--- config.mk ---
export PLATFORM = sky130hd
export DESIGN_NAME = gpio_edge_interrupt_controller_top
export DESIGN_NICKNAME = d
export VERILOG_FILES = /design/src/rtl/geic_pkg.sv /design/src/rtl/geic_front.sv /design/src/rtl/geic_cmd_fifo.sv /design/src/rtl/geic_back.sv /design/src/rtl/gpio_edge_interrupt_controller_top.sv
export SDC_FILE = /design/constraint.sdc
export NUM_CORES = 1
export LEC_CHECK = 0
export BUFFER_PORTS_ARGS = -buffer_cell sky130_fd_sc_hd__buf_2
export CAP_MARGIN = 15
export CORE_ASPECT_RATIO = 0.6
export CORE_MARGIN = 4
export CORE_UTILIZATION = 35
export CTS_CLUSTER_SIZE = 8
export DETAILED_ROUTE_END_ITERATION = 10
export PLACE_DENSITY = 0.56
export SLEW_MARGIN = 20
export SYNTH_ARGS = -nofsm -noshare
export SYNTH_HDL_FRONTEND = slang
export SYNTH_SLANG_ARGS = --single-unit
--- constraint.sdc ---
create_clock -name clk -period 2.53 [get_ports clk]
set_input_delay 0.506 -clock clk [delete_from_list [all_inputs] [get_ports clk]]
set_output_delay 0.506 -clock clk [all_outputs]
set_load 0.05 [all_outputs]
--- src/rtl/geic_pkg.sv ---
// Shared types and constants for the GPIO edge interrupt controller.
// Depends on nothing; every other file refers to it by scoped names.
package geic_pkg;

	localparam int NumPins  = 30;
	localparam int PinIdxW  = (NumPins > 1) ? $clog2(NumPins) : 1;
	localparam int FlatW    = 5;
	localparam int PortW    = 3;
	localparam int PinInW   = 4;
	localparam int PinW     = 3;
	localparam int LevelW   = 30;
	localparam int CmdDepth = 2;
	localparam int CmdPtrW  = (CmdDepth > 1) ? $clog2(CmdDepth) : 1;
	localparam int CmdCntW  = $clog2(CmdDepth + 1);

	// bit positions inside a two-bit edge mask
	localparam int EdgeFall = 0;
	localparam int EdgeRise = 1;

	typedef enum logic [1:0] {
		ACT_ENABLE  = 2'd0,
		ACT_DISABLE = 2'd1,
		ACT_SAMPLE  = 2'd2,
		ACT_SERVICE = 2'd3
	} action_t;

	typedef enum logic [1:0] {
		SEL_RISE    = 2'd0,
		SEL_FALL    = 2'd1,
		SEL_BOTH    = 2'd2,
		SEL_UNKNOWN = 2'd3
	} edge_sel_t;

	typedef enum logic [0:0] {
		BK_IDLE = 1'b0,
		BK_SCAN = 1'b1
	} back_state_t;

	typedef struct packed {
		action_t             op;
		logic                bad;
		logic [FlatW-1:0]    idx;
		logic [1:0]          bits;
		logic [LevelW-1:0]   levels;
	} cmd_t;

	typedef struct packed {
		logic             kind;
		logic             status;
		logic             found;
		logic [PortW-1:0] port;
		logic [PinW-1:0]  pin;
		logic             last;
	} res_t;

endpackage

--- src/rtl/geic_front.sv ---
// Front end: decodes and validates an incoming transaction into a command.
// Depends on geic_pkg.
module geic_front (
	input  logic [1:0]                  action,
	input  logic [geic_pkg::PortW-1:0]  port,
	input  logic [geic_pkg::PinInW-1:0] pin,
	input  logic [1:0]                  edge_select,
	input  logic [geic_pkg::LevelW-1:0] pin_levels,
	output geic_pkg::cmd_t              cmd
);

	logic                       addr_ok;
	logic [geic_pkg::FlatW-1:0] flat;
	logic [1:0]                 bits;
	logic [1:0]                 port_m1;
	geic_pkg::action_t          op;

	assign op      = geic_pkg::action_t'(action);
	assign port_m1 = 2'(port - geic_pkg::PortW'(1));
	assign flat    = {port_m1, pin[geic_pkg::PinW-1:0]};

	always_comb begin
		addr_ok = (port >= geic_pkg::PortW'(1)) && (port <= geic_pkg::PortW'(4))
			&& (pin <= geic_pkg::PinInW'(7))
			&& ({1'b0, flat} < 6'(geic_pkg::NumPins));
	end

	always_comb begin
		bits = 2'b00;
		case (geic_pkg::edge_sel_t'(edge_select))
			geic_pkg::SEL_RISE: bits[geic_pkg::EdgeRise] = 1'b1;
			geic_pkg::SEL_FALL: bits[geic_pkg::EdgeFall] = 1'b1;
			geic_pkg::SEL_BOTH: bits = 2'b11;
			default: bits = 2'b00;
		endcase
	end

	always_comb begin
		cmd.op     = op;
		cmd.idx    = flat;
		cmd.bits   = bits;
		cmd.levels = pin_levels;
		case (op)
			geic_pkg::ACT_ENABLE:  cmd.bad = !addr_ok || (bits == 2'b00);
			geic_pkg::ACT_DISABLE: cmd.bad = !addr_ok;
			default:               cmd.bad = 1'b0;
		endcase
	end

endmodule

--- src/rtl/geic_cmd_fifo.sv ---
// Short command queue between the front end and the execution back end.
// Depends on geic_pkg.
module geic_cmd_fifo (
	input  logic           clk,
	input  logic           arst_n,
	input  logic           push,
	input  geic_pkg::cmd_t push_data,
	output logic           full,
	input  logic           pop,
	output logic           not_empty,
	output geic_pkg::cmd_t head
);

	geic_pkg::cmd_t                mem [geic_pkg::CmdDepth];
	logic [geic_pkg::CmdPtrW-1:0]  wr_ptr_q;
	logic [geic_pkg::CmdPtrW-1:0]  rd_ptr_q;
	logic [geic_pkg::CmdCntW-1:0]  count_q;
	logic                          do_push;
	logic                          do_pop;

	assign full      = (count_q == geic_pkg::CmdCntW'(geic_pkg::CmdDepth));
	assign not_empty = (count_q != '0);
	assign do_push   = push && !full;
	assign do_pop    = pop && not_empty;
	assign head      = mem[rd_ptr_q];

	function automatic logic [geic_pkg::CmdPtrW-1:0] ptr_inc(
		input logic [geic_pkg::CmdPtrW-1:0] p);
		if (p == geic_pkg::CmdPtrW'(geic_pkg::CmdDepth - 1))
			return '0;
		return p + geic_pkg::CmdPtrW'(1);
	endfunction

	always_ff @(posedge clk or negedge arst_n) begin
		if (!arst_n) begin
			wr_ptr_q <= '0;
			rd_ptr_q <= '0;
			count_q  <= '0;
		end else begin
			if (do_push)
				wr_ptr_q <= ptr_inc(wr_ptr_q);
			if (do_pop)
				rd_ptr_q <= ptr_inc(rd_ptr_q);
			if (do_push && !do_pop)
				count_q <= count_q + geic_pkg::CmdCntW'(1);
			else if (do_pop && !do_push)
				count_q <= count_q - geic_pkg::CmdCntW'(1);
		end
	end

	always_ff @(posedge clk) begin
		if (do_push)
			mem[wr_ptr_q] <= push_data;
	end

endmodule

--- src/rtl/geic_back.sv ---
// Back end: holds the per-pin enable and latch state, executes commands and
// scans pending pins one per cycle, while the output is free, for service. Depends on geic_pkg.
module geic_back (
	input  logic           clk,
	input  logic           arst_n,
	input  logic           cmd_valid,
	input  geic_pkg::cmd_t cmd,
	output logic           cmd_pop,
	output logic           res_valid,
	input  logic           res_ready,
	output geic_pkg::res_t res
);

	localparam int N = geic_pkg::NumPins;

	geic_pkg::back_state_t          state_q, state_d;
	logic [N-1:0]                   en_rise_q, en_fall_q, latch_rise_q, latch_fall_q;
	logic [N-1:0]                   en_rise_d, en_fall_d, latch_rise_d, latch_fall_d;
	logic [N-1:0]                   prev_q, prev_d;
	logic [N-1:0]                   hits_q, hits_d;
	logic [geic_pkg::PinIdxW-1:0]   scan_q, scan_d;
	logic                           res_valid_q;
	geic_pkg::res_t                 res_q, res_d;
	logic                           emit;
	logic                           out_free;

	logic [N-1:0] hit_rise, hit_fall, hit_vec, remain, now;
	logic         hit_any, scan_hit, remain_zero;
	logic [geic_pkg::FlatW-1:0] scan_flat;

	assign out_free    = !res_valid_q || res_ready;
	assign hit_rise    = latch_rise_q & en_rise_q;
	assign hit_fall    = latch_fall_q & en_fall_q;
	assign hit_vec     = hit_rise | hit_fall;
	assign hit_any     = |hit_vec;
	assign scan_hit    = hits_q[scan_q];
	assign remain      = hits_q & ~(N'(1) << scan_q);
	assign remain_zero = ~|remain;
	assign scan_flat   = geic_pkg::FlatW'(scan_q);

	always_comb begin
		for (int i = 0; i < N; i++) begin
			if (i < geic_pkg::LevelW)
				now[i] = cmd.levels[i];
			else
				now[i] = 1'b0;
		end
	end

	// next state
	always_comb begin
		state_d = state_q;
		case (state_q)
			geic_pkg::BK_IDLE: begin
				if (cmd_valid && out_free && cmd.op == geic_pkg::ACT_SERVICE && hit_any)
					state_d = geic_pkg::BK_SCAN;
			end
			geic_pkg::BK_SCAN: begin
				if (out_free && scan_hit && remain_zero)
					state_d = geic_pkg::BK_IDLE;
			end
			default: state_d = geic_pkg::BK_IDLE;
		endcase
	end

	// command execution and result generation
	always_comb begin
		cmd_pop      = 1'b0;
		emit         = 1'b0;
		res_d        = '0;
		en_rise_d    = en_rise_q;
		en_fall_d    = en_fall_q;
		latch_rise_d = latch_rise_q;
		latch_fall_d = latch_fall_q;
		prev_d       = prev_q;
		hits_d       = hits_q;
		scan_d       = scan_q;
		case (state_q)
			geic_pkg::BK_IDLE: begin
				if (cmd_valid) begin
					case (cmd.op)
						geic_pkg::ACT_ENABLE: begin
							if (out_free) begin
								cmd_pop      = 1'b1;
								emit         = 1'b1;
								res_d.status = cmd.bad;
								res_d.last   = 1'b1;
								for (int i = 0; i < N; i++) begin
									if (!cmd.bad && cmd.idx == geic_pkg::FlatW'(i)) begin
										if (cmd.bits[geic_pkg::EdgeRise]) begin
											latch_rise_d[i] = 1'b0;
											en_rise_d[i]    = 1'b1;
										end
										if (cmd.bits[geic_pkg::EdgeFall]) begin
											latch_fall_d[i] = 1'b0;
											en_fall_d[i]    = 1'b1;
										end
									end
								end
							end
						end
						geic_pkg::ACT_DISABLE: begin
							if (out_free) begin
								cmd_pop      = 1'b1;
								emit         = 1'b1;
								res_d.status = cmd.bad;
								res_d.last   = 1'b1;
								for (int i = 0; i < N; i++) begin
									if (!cmd.bad && cmd.idx == geic_pkg::FlatW'(i)) begin
										en_rise_d[i]    = 1'b0;
										en_fall_d[i]    = 1'b0;
										latch_rise_d[i] = 1'b0;
										latch_fall_d[i] = 1'b0;
									end
								end
							end
						end
						geic_pkg::ACT_SAMPLE: begin
							cmd_pop      = 1'b1;
							latch_rise_d = latch_rise_q | (now & ~prev_q);
							latch_fall_d = latch_fall_q | (~now & prev_q);
							prev_d       = now;
						end
						geic_pkg::ACT_SERVICE: begin
							if (out_free) begin
								cmd_pop = 1'b1;
								if (hit_any) begin
									// clear what will be reported, then walk the snapshot
									latch_rise_d = latch_rise_q & ~hit_rise;
									latch_fall_d = latch_fall_q & ~hit_fall;
									hits_d       = hit_vec;
									scan_d       = '0;
								end else begin
									emit       = 1'b1;
									res_d.kind = 1'b1;
									res_d.last = 1'b1;
								end
							end
						end
						default: ;
					endcase
				end
			end
			geic_pkg::BK_SCAN: begin
				if (out_free) begin
					scan_d = scan_q + geic_pkg::PinIdxW'(1);
					if (scan_hit) begin
						emit        = 1'b1;
						res_d.kind  = 1'b1;
						res_d.found = 1'b1;
						res_d.port  = {1'b0, scan_flat[4:3]} + geic_pkg::PortW'(1);
						res_d.pin   = scan_flat[geic_pkg::PinW-1:0];
						res_d.last  = remain_zero;
						hits_d      = remain;
					end
				end
			end
			default: ;
		endcase
	end

	always_ff @(posedge clk or negedge arst_n) begin
		if (!arst_n) begin
			state_q      <= geic_pkg::BK_IDLE;
			en_rise_q    <= '0;
			en_fall_q    <= '0;
			latch_rise_q <= '0;
			latch_fall_q <= '0;
			prev_q       <= '0;
			hits_q       <= '0;
			scan_q       <= '0;
			res_valid_q  <= 1'b0;
		end else begin
			state_q      <= state_d;
			en_rise_q    <= en_rise_d;
			en_fall_q    <= en_fall_d;
			latch_rise_q <= latch_rise_d;
			latch_fall_q <= latch_fall_d;
			prev_q       <= prev_d;
			hits_q       <= hits_d;
			scan_q       <= scan_d;
			if (emit)
				res_valid_q <= 1'b1;
			else if (res_ready)
				res_valid_q <= 1'b0;
		end
	end

	always_ff @(posedge clk) begin
		if (emit)
			res_q <= res_d;
	end

	assign res_valid = res_valid_q;
	assign res       = res_q;

endmodule

--- src/rtl/gpio_edge_interrupt_controller_top.sv ---
// Top level of the GPIO edge interrupt controller: front end, command queue
// and back end. Depends on geic_pkg, geic_front, geic_cmd_fifo, geic_back.
//
//  channel  handshake           payload
//  in       in_valid/in_ready   action, port, pin, edge_select, pin_levels
//  out      out_valid/out_ready kind, status, found, event_port, event_pin, last
//
// Enable and disable each load the output register when they execute;
// sample loads no result. Service snapshots and clears the pending bits, or
// replies none-pending if there are none; then the pin counter walks one pin a
// cycle, while the output is free, up to the last pending pin.
// A two-entry queue decouples input from execution; in_ready drops only
// when it is full. A stalled output holds the back end for all but sample, nothing is lost.
// Reset clears all enable, latch and level state at once.
module gpio_edge_interrupt_controller_top (
	input  logic                        clk,
	input  logic                        arst_n,
	input  logic                        in_valid,
	output logic                        in_ready,
	input  logic [1:0]                  action,
	input  logic [geic_pkg::PortW-1:0]  port,
	input  logic [geic_pkg::PinInW-1:0] pin,
	input  logic [1:0]                  edge_select,
	input  logic [geic_pkg::LevelW-1:0] pin_levels,
	output logic                        out_valid,
	input  logic                        out_ready,
	output logic                        kind,
	output logic                        status,
	output logic                        found,
	output logic [geic_pkg::PortW-1:0]  event_port,
	output logic [geic_pkg::PinW-1:0]   event_pin,
	output logic                        last
);

	geic_pkg::cmd_t front_cmd;
	geic_pkg::cmd_t head_cmd;
	geic_pkg::res_t res;
	logic           fifo_full;
	logic           fifo_not_empty;
	logic           cmd_pop;

	geic_front u_front (
		.action      (action),
		.port        (port),
		.pin         (pin),
		.edge_select (edge_select),
		.pin_levels  (pin_levels),
		.cmd         (front_cmd)
	);

	geic_cmd_fifo u_fifo (
		.clk       (clk),
		.arst_n    (arst_n),
		.push      (in_valid),
		.push_data (front_cmd),
		.full      (fifo_full),
		.pop       (cmd_pop),
		.not_empty (fifo_not_empty),
		.head      (head_cmd)
	);

	geic_back u_back (
		.clk       (clk),
		.arst_n    (arst_n),
		.cmd_valid (fifo_not_empty),
		.cmd       (head_cmd),
		.cmd_pop   (cmd_pop),
		.res_valid (out_valid),
		.res_ready (out_ready),
		.res       (res)
	);

	assign in_ready   = !fifo_full;
	assign kind       = res.kind;
	assign status     = res.status;
	assign found      = res.found;
	assign event_port = res.port;
	assign event_pin  = res.pin;
	assign last       = res.last;

endmodule

# --- Word level (Yosys, flattened, before mapping) ---
# Memory sizes are Yosys's and may differ from the RTL's.
# Index checks and enable logic that the tools add are counted.
word_totals:
  register_bits: 201
  mem_bits_rw: 80
  output_inout_bits: 12
  mem_count: 1
mem_list:
  columns: ["name", "depth", "word_bits", "rd", "rd_clocked_by_memory_dff", "write_ports", "line", "text"]
  rows:
  - ["u_fifo.mem", 2, 40, 1, 0, 1, "geic_cmd_fifo.sv:14", "geic_pkg::cmd_t mem [geic_pkg::CmdDepth];"]
op_classes:
  addsub: 7
  n_lt_le_gt_ge: 5
  eq_ne: 108
  shifts: 1
  mux: 221
  bitwise_logic: 19
  n_reduce_logical: 192
op_table:
  columns: ["op", "count"]
  rows:
  - ["$reduce_and A9 Y1", 60]
  - ["$reduce_and A8 Y1", 60]
  - ["$mux W30", 15]
  - ["$pmux W30 S4", 2]
  - ["$and A30 B30 Y30", 7]
  - ["$mux W1", 183]
  - ["$pmux W30 S2", 3]
  - ["$not A30 Y30", 5]
  - ["$ne A2 B1 Y1 const B", 68]
  - ["$or A30 B30 Y30", 3]
  - ["$eq A5 B5 Y1 const B", 14]
  - ["$reduce_or A30 Y1", 2]
  - ["$logic_and A1 B1 Y1", 42]
  - ["$eq A5 B4 Y1 const B", 8]
  - ["$shl A1 B5 Y30 const A", 1]
  - ["$mux W5", 5]
  - ["$eq A5 B3 Y1 const B", 4]
  - ["$pmux W1 S2", 7]
  - ["$eq A5 B2 Y1 const B", 2]
  - ["$pmux W5 S2", 1]
  - ["$eq A2 B2 Y1 const B", 4]
  - ["$logic_not A2 Y1", 4]
  - ["$mux W8", 1]
  - ["$ne A2 B2 Y1 const B", 4]
  - ["26 further kinds", 48]

# --- Logic depth before layout (Yosys ltp) ---
logic_depth:
  ltp_word: 10
  mapped_depth: 10
  mapped_depth_nobuf: 8

# --- By module ---
# From an unflattened synthesis, not the netlist that was laid out.
hier_totals:
  cells_unflattened: 1398
  hier_area_um2: 14555.2
by_module_without_submodules:
  columns: ["module", "instances", "cells_per_inst", "area_per_inst_um2", "seq_area_each_um2"]
  rows:
  - ["geic_back", 1, 1201, 10870.4, 4979.8]
  - ["geic_cmd_fifo", 1, 144, 3290.7, 2502.4]
  - ["geic_front", 1, 52, 390.4, 0.0]
  - ["gpio_edge_interrupt_controller_top", 1, 1, 3.8, 0.0]

# --- Least setup slack after synthesis ---
# No wires, ideal clock.
synth_timing:
  kind: "reg2reg"
  from: "register u_fifo.count_q[0] (netlist name)"
  to: "memory u_fifo.mem[0][0] (netlist name), enable pin"
  setup_ns: 0.438
  t_arrival_ns: 2.832
  t_required_ns: 2.092
  path_slack_ns: -0.739
  stages_incl_launch_ff: 4
  synth_period_minus_slack_ns: 3.269
  path_cell_list: "dfrtp_1 nand2b_1 nand2_1 nor2_1"
synth_between:
  elab_chain_len: 5
synth_lines:
  columns: ["item", "line", "text"]
  rows:
  - ["start: declaration", "geic_cmd_fifo.sv:17", "logic [geic_pkg::CmdCntW-1:0] count_q;"]
  - ["start signal: assignment", "geic_cmd_fifo.sv:45", "count_q <= count_q + geic_pkg::CmdCntW'(1);"]
  - ["start signal: assignment", "geic_cmd_fifo.sv:47", "count_q <= count_q - geic_pkg::CmdCntW'(1);"]
  - ["$eq A2 B2 Y1", "geic_cmd_fifo.sv:21", "assign full = (count_q == geic_pkg::CmdCntW'(geic_pkg::CmdDepth));"]
  - ["$logic_not A1 Y1", null, null]
  - ["net in_ready", "gpio_edge_interrupt_controller_top.sv:19", "output logic in_ready,"]
  - ["$logic_and A1 B1 Y1", "geic_cmd_fifo.sv:23", "assign do_push = push && !full;"]
  - ["$mux W1", "geic_cmd_fifo.sv:52", "if (do_push)"]
  - ["$mux W1 (implied by the code)", "geic_cmd_fifo.sv:53", "mem[wr_ptr_q] <= push_data;"]
  - ["end: declaration", "geic_cmd_fifo.sv:14", null]
# The timed path passes the listed nets, and every way through them passes these cells.

# --- Worst setup path in the final report ---
layout_timing:
  from: "register u_back.scan_q, in the netlist u_back.scan_flat[0]"
  to: "register u_back.hits_q[17]"
layout_between:
  elab_chain_len: 6
  elab_cells_between_ends: 10
layout_lines:
  columns: ["item", "line", "text"]
  rows:
  - ["start: declaration", "geic_back.sv:21", "logic [geic_pkg::PinIdxW-1:0] scan_q, scan_d;"]
  - ["start signal: assignment", "geic_back.sv:181", "scan_q <= scan_d;"]
  - ["branches (longest 6 deep; another with $reduce_and A6 Y1)", null, null]
  - ["end signal: assignment", "geic_back.sv:180", "hits_q <= hits_d;"]
  - ["end: declaration", "geic_back.sv:20", "logic [N-1:0] hits_q, hits_d;"]
# Several ways; the timed one is not identified. The select of a mux whose other input is x is not followed.
# A chain may end at the register's enable or synchronous reset.

==> reports/qor.yml <==
setup_path:
  worstPathCellList: "buf_4, buf_4, mux2i_1, or3_1, a31oi_1, a2bb2oi_2, nor2_2, buf_12, buf_4, a21o_1"
  worst_path_max_delay_cell: "sky130_fd_sc_hd__dfrtp_1"
  crit_arrival_ps: 2850
  critPathMostFrequentCell: "sky130_fd_sc_hd__buf_4"
  cp_slowest_stage_delay_ps: 380
  startpoint_type: "register"
  timing.setup.critical_path_class: "register to register"
  timing.critical_path.buf_inv: 4
  worst-endpoint-required_ps: 2940
  worst_path_dominant_cell_family: "compound AO/OA/AOI/OAI gates"
  path_max_fanout: 16
  worst_setup_path_end_kind: "register"
power_and_ir_drop:
  internal_uw: 10200
  pwr-share-clk_pct: 32.3
  power_per_cell_area_nw_per_um2: 889
  share_of_total_power_in_combinational_logic_pct: 28.6
  power.net_switching_uw: 5070
  sw_frac_of_total_pct: 33.3
  vdd_drop_max_mv: 0.452
  power.static_leakage_uw: 0.00709
  power.sequential.fraction_pct: 39.1
global_routing:
  grt_first_pass_wirelength_um: 67500
  grt-ovfl-total: 0
  met3_usage_pct: 4.89
  grt_pass1_vias: 10900
  grt_antenna_before_repair: 0
  grt.total_usage_pct: 20.3
  grt_use_met2_pct: 26.6
  grt_max_degree: 83
  grtUsageMet1_pct: 32.8
  grt_most_used_layer: "met1"
sta:
  max_freq_mhz: 410
  fin_ws_ps: 88.6
  fin_crit_sh_pct: 96.5
  period_minus_slack_ps: 2440
  hold_violations: 0
  maxSlewHeadroom_pct: 54.8
  setup_total_neg_slack_ps: 0
  finalSetupViolCount: 0
  pins_over_slew_limit: 0
  tightest_slew_ps: 677
  clock-skew-final_ps: 23.7
cts:
  cts_tree: "yes"
  clk_pin_slew_ps: 50
  htree_levels: 2
  cts-root-to-sink-buffers: 3
  cts.sinks: 281
  clk-insertion-delay-late_ps: 540
  clk_root_buffer_cell: "sky130_fd_sc_hd__clkbuf_16"
  tritoncts.num_buffers: 41
floorplan:
  chipWidth_um: 264
  fp.coreArea_um2: 38300
  i_o_pins: 57
  die_h_um: 162
  start_util_pct: 36.0
  rows: 55
  floorplan.die_area_um2: 42700
synth:
  synth_ff_type: "sky130_fd_sc_hd__dfrtp_1"
  synth_seq_cells: 281
  synth.cells.most_frequent: "sky130_fd_sc_hd__dfrtp_1, sky130_fd_sc_hd__nor2_1, sky130_fd_sc_hd__nand2_1"
  synth.distinct_cells: 76
  post_synth_main_area_contributors: "sky130_fd_sc_hd__dfrtp_1, sky130_fd_sc_hd__edfxtp_1, sky130_fd_sc_hd__o21ai_0, sky130_fd_sc_hd__nor2_1, sky130_fd_sc_hd__nand2_1"
  post_synth_inst_count: 1244
  basic_gate_share_of_the_synthesized_area_counting_and_or_nand_and_nor_cells_pct: 12.5
  synth_top_family_by_area: "compound AO/OA/AOI/OAI gates"
  post_synth_mux_area_share_pct: 5.84
  syn_area_per_cell_um2: 11.1
  netlist_area_um2: 13800
  synthArstFlopShare_pct: 68.0
  number_of_enable_type_register_cells_in_the_synthesized_netlist: 90
  synth.net_count: 1302
  synth_top_cell_area_share_pct: 34.7
  yosysSeqAreaShare_pct: 54.4
  post-synth-top-count-cell: "sky130_fd_sc_hd__dfrtp_1"
  synth-adder-area-share_pct: 1.18
  ys.warnings.count: 0
  synth_area_leader_cell: "sky130_fd_sc_hd__dfrtp_1"
  synth-compound-area-share_pct: 22.3
  synth_xor_xnor_area_share_pct: 0.445
layout:
  n_antenna_cell: 0
  fin_nets: 1512
  finalInstanceArea_um2: 17100
  finalNonFillerCells: 1988
  area_growth_syn_to_layout_pct: 24.4
  finish.utilization_pct: 44.8
  drive_gt1_share_pct: 25.4
detailed_routing:
  detail_route.wl_per_cell_um: 21.9
  first_pass_detailed_route_iteration_total: 7
  postRouteWirelength_um: 43600
  postRouteAntennaNets: 0
  drc: 0
  via_count_normalized_by_instance_count: 5.70
  dr.first_iter.drc_count: 1280
  detailroute.via_count: 11300
worst_hold_path:
  worst_hold_path_type: "input pin to register"
place:
  placedCellCount: 1922
  dpl_cell_area_um2: 15900
  placement.io_buffers: 56
  detailedPlace.worstSlack_ps: -32.5
  gp_congestion: 0.914
  hpwl_dp_um: 29500
run_status:
  status: "finished clean"
flow_run:
  maxCapViolCount: 0
==> state kept, by name, indices dropped and copies added, names as in the netlist <==
register	flops
u_back.latch_fall_q	30
u_back.prev_q	30
u_fifo.mem	80
u_fifo.count_q	2
u_fifo.rd_ptr_q	1
u_back.res	10
u_fifo.wr_ptr_q	1
u_back.latch_rise_q	30
u_back.state_q	1
u_back.en_rise_q	30
u_back.hits_q	30
u_back.en_fall_q	30
u_back.scan_flat	5
u_back.res_valid	1
==> metal layers <==
metal / wire length [µm] / vias to the layer above
met1: 21900 / 5658
met5: 0 / -
met4: 879 / 0
li1: - / 5180
met3: 3740 / 65
met2: 17100 / 427
==> stage by stage <==
stage,total power [µW],hold slack (ps)
final,15200,163
after global routing,16000,142
after CTS,15300,136
after detailed placement,10300,501
after global placement,10300,489
after floorplan,8360,210
==> cell usage in the layout, fill, tap and decap left out, types with 5 or more instances in the layout <==
master,n
sky130_fd_sc_hd__dfrtp_1,189
sky130_fd_sc_hd__clkbuf_1,22
sky130_fd_sc_hd__edfxtp_1,90
sky130_fd_sc_hd__a31oi_1,25
sky130_fd_sc_hd__a22oi_1,23
sky130_fd_sc_hd__nand2b_1,9
sky130_fd_sc_hd__nor3_1,33
sky130_fd_sc_hd__o2bb2ai_1,7
sky130_fd_sc_hd__buf_2,55
sky130_fd_sc_hd__o22ai_1,14
sky130_fd_sc_hd__a22o_1,30
sky130_fd_sc_hd__o21ai_0,77
sky130_fd_sc_hd__o21ai_1,5
sky130_fd_sc_hd__nor2b_1,7
sky130_fd_sc_hd__buf_4,178
sky130_fd_sc_hd__inv_1,15
sky130_fd_sc_hd__buf_12,14
sky130_fd_sc_hd__nand3_1,15
sky130_fd_sc_hd__ha_1,13
sky130_fd_sc_hd__o22a_1,15
sky130_fd_sc_hd__a21oi_1,68
sky130_fd_sc_hd__nand2_1,99
sky130_fd_sc_hd__a32o_1,7
sky130_fd_sc_hd__mux2i_1,34
sky130_fd_sc_hd__mux2_2,22
sky130_fd_sc_hd__o211ai_1,29
sky130_fd_sc_hd__a22oi_2,14
sky130_fd_sc_hd__o32ai_2,5
sky130_fd_sc_hd__a221o_1,32
sky130_fd_sc_hd__nor2_1,105
sky130_fd_sc_hd__a21o_1,20
sky130_fd_sc_hd__mux4_2,7
sky130_fd_sc_hd__and3_1,29
sky130_fd_sc_hd__clkbuf_16,41
sky130_fd_sc_hd__and2_1,7
sky130_fd_sc_hd__nand3b_1,6
sky130_fd_sc_hd__nand4_1,14
sky130_fd_sc_hd__o31ai_1,25
==> final timing paths <==
kind,endpoint,slack (ps),cells past startpoint,start
max in group asynchronous,u_back.en_rise_q[28],1120,3,arst_n
min,u_fifo.mem[0][23],160,1,pin_levels[23]
min reg2reg,u_back.hits_q[2],510,1,u_back.hits_q[2]
max reg2reg,u_back.hits_q[17],90,10,u_back.scan_flat[0]
max,u_back.hits_q[17],90,10,u_back.scan_flat[0]
min in group asynchronous,u_fifo.wr_ptr_q,510,2,arst_n
==> cell type report <==
type	instances	area, µm²
clock buffers	63	1110
clock inverters	1	8.76
fillers	3629	21100
inverters	16	60.1
multi-input cells	864	5900
flip-flops and latches	281	7480
well taps	513	642
repair buffers	250	1930
==> power groups by stage <==
stage               Combinational [µW]  Sequential [µW]  Clock (µW)
detailed placement                4310             6000           0
global placement                  4280             5990           0
floorplan                         2230             6140           0
finish                            4360             5950        4920
CTS                               4330             5920        5050
global route                      4740             6010        5280
==> cell families (layout without fill, tap and decap cells) <==
logic type / count (synthesis) / count (layout)
buffers and inverters: 99 / 330
multiplexers: 67 / 67
adder cells (fa/ha/maj): 13 / 13
AO/OA/AOI/OAI: 422 / 422
XOR/XNOR: 7 / 7
AND/OR/NAND/NOR: 355 / 355
flip-flops: 281 / 281
==> what timing repair did <==
action,CTS,global route
setup endpoints to repair,19,59
buffers inserted,0,1
pin swaps,1,3
gates resized for setup,1,19
hold endpoints to repair,2,0
gates cloned,0,0
hold buffers,1,0
(Power assumes the default switching activity.)
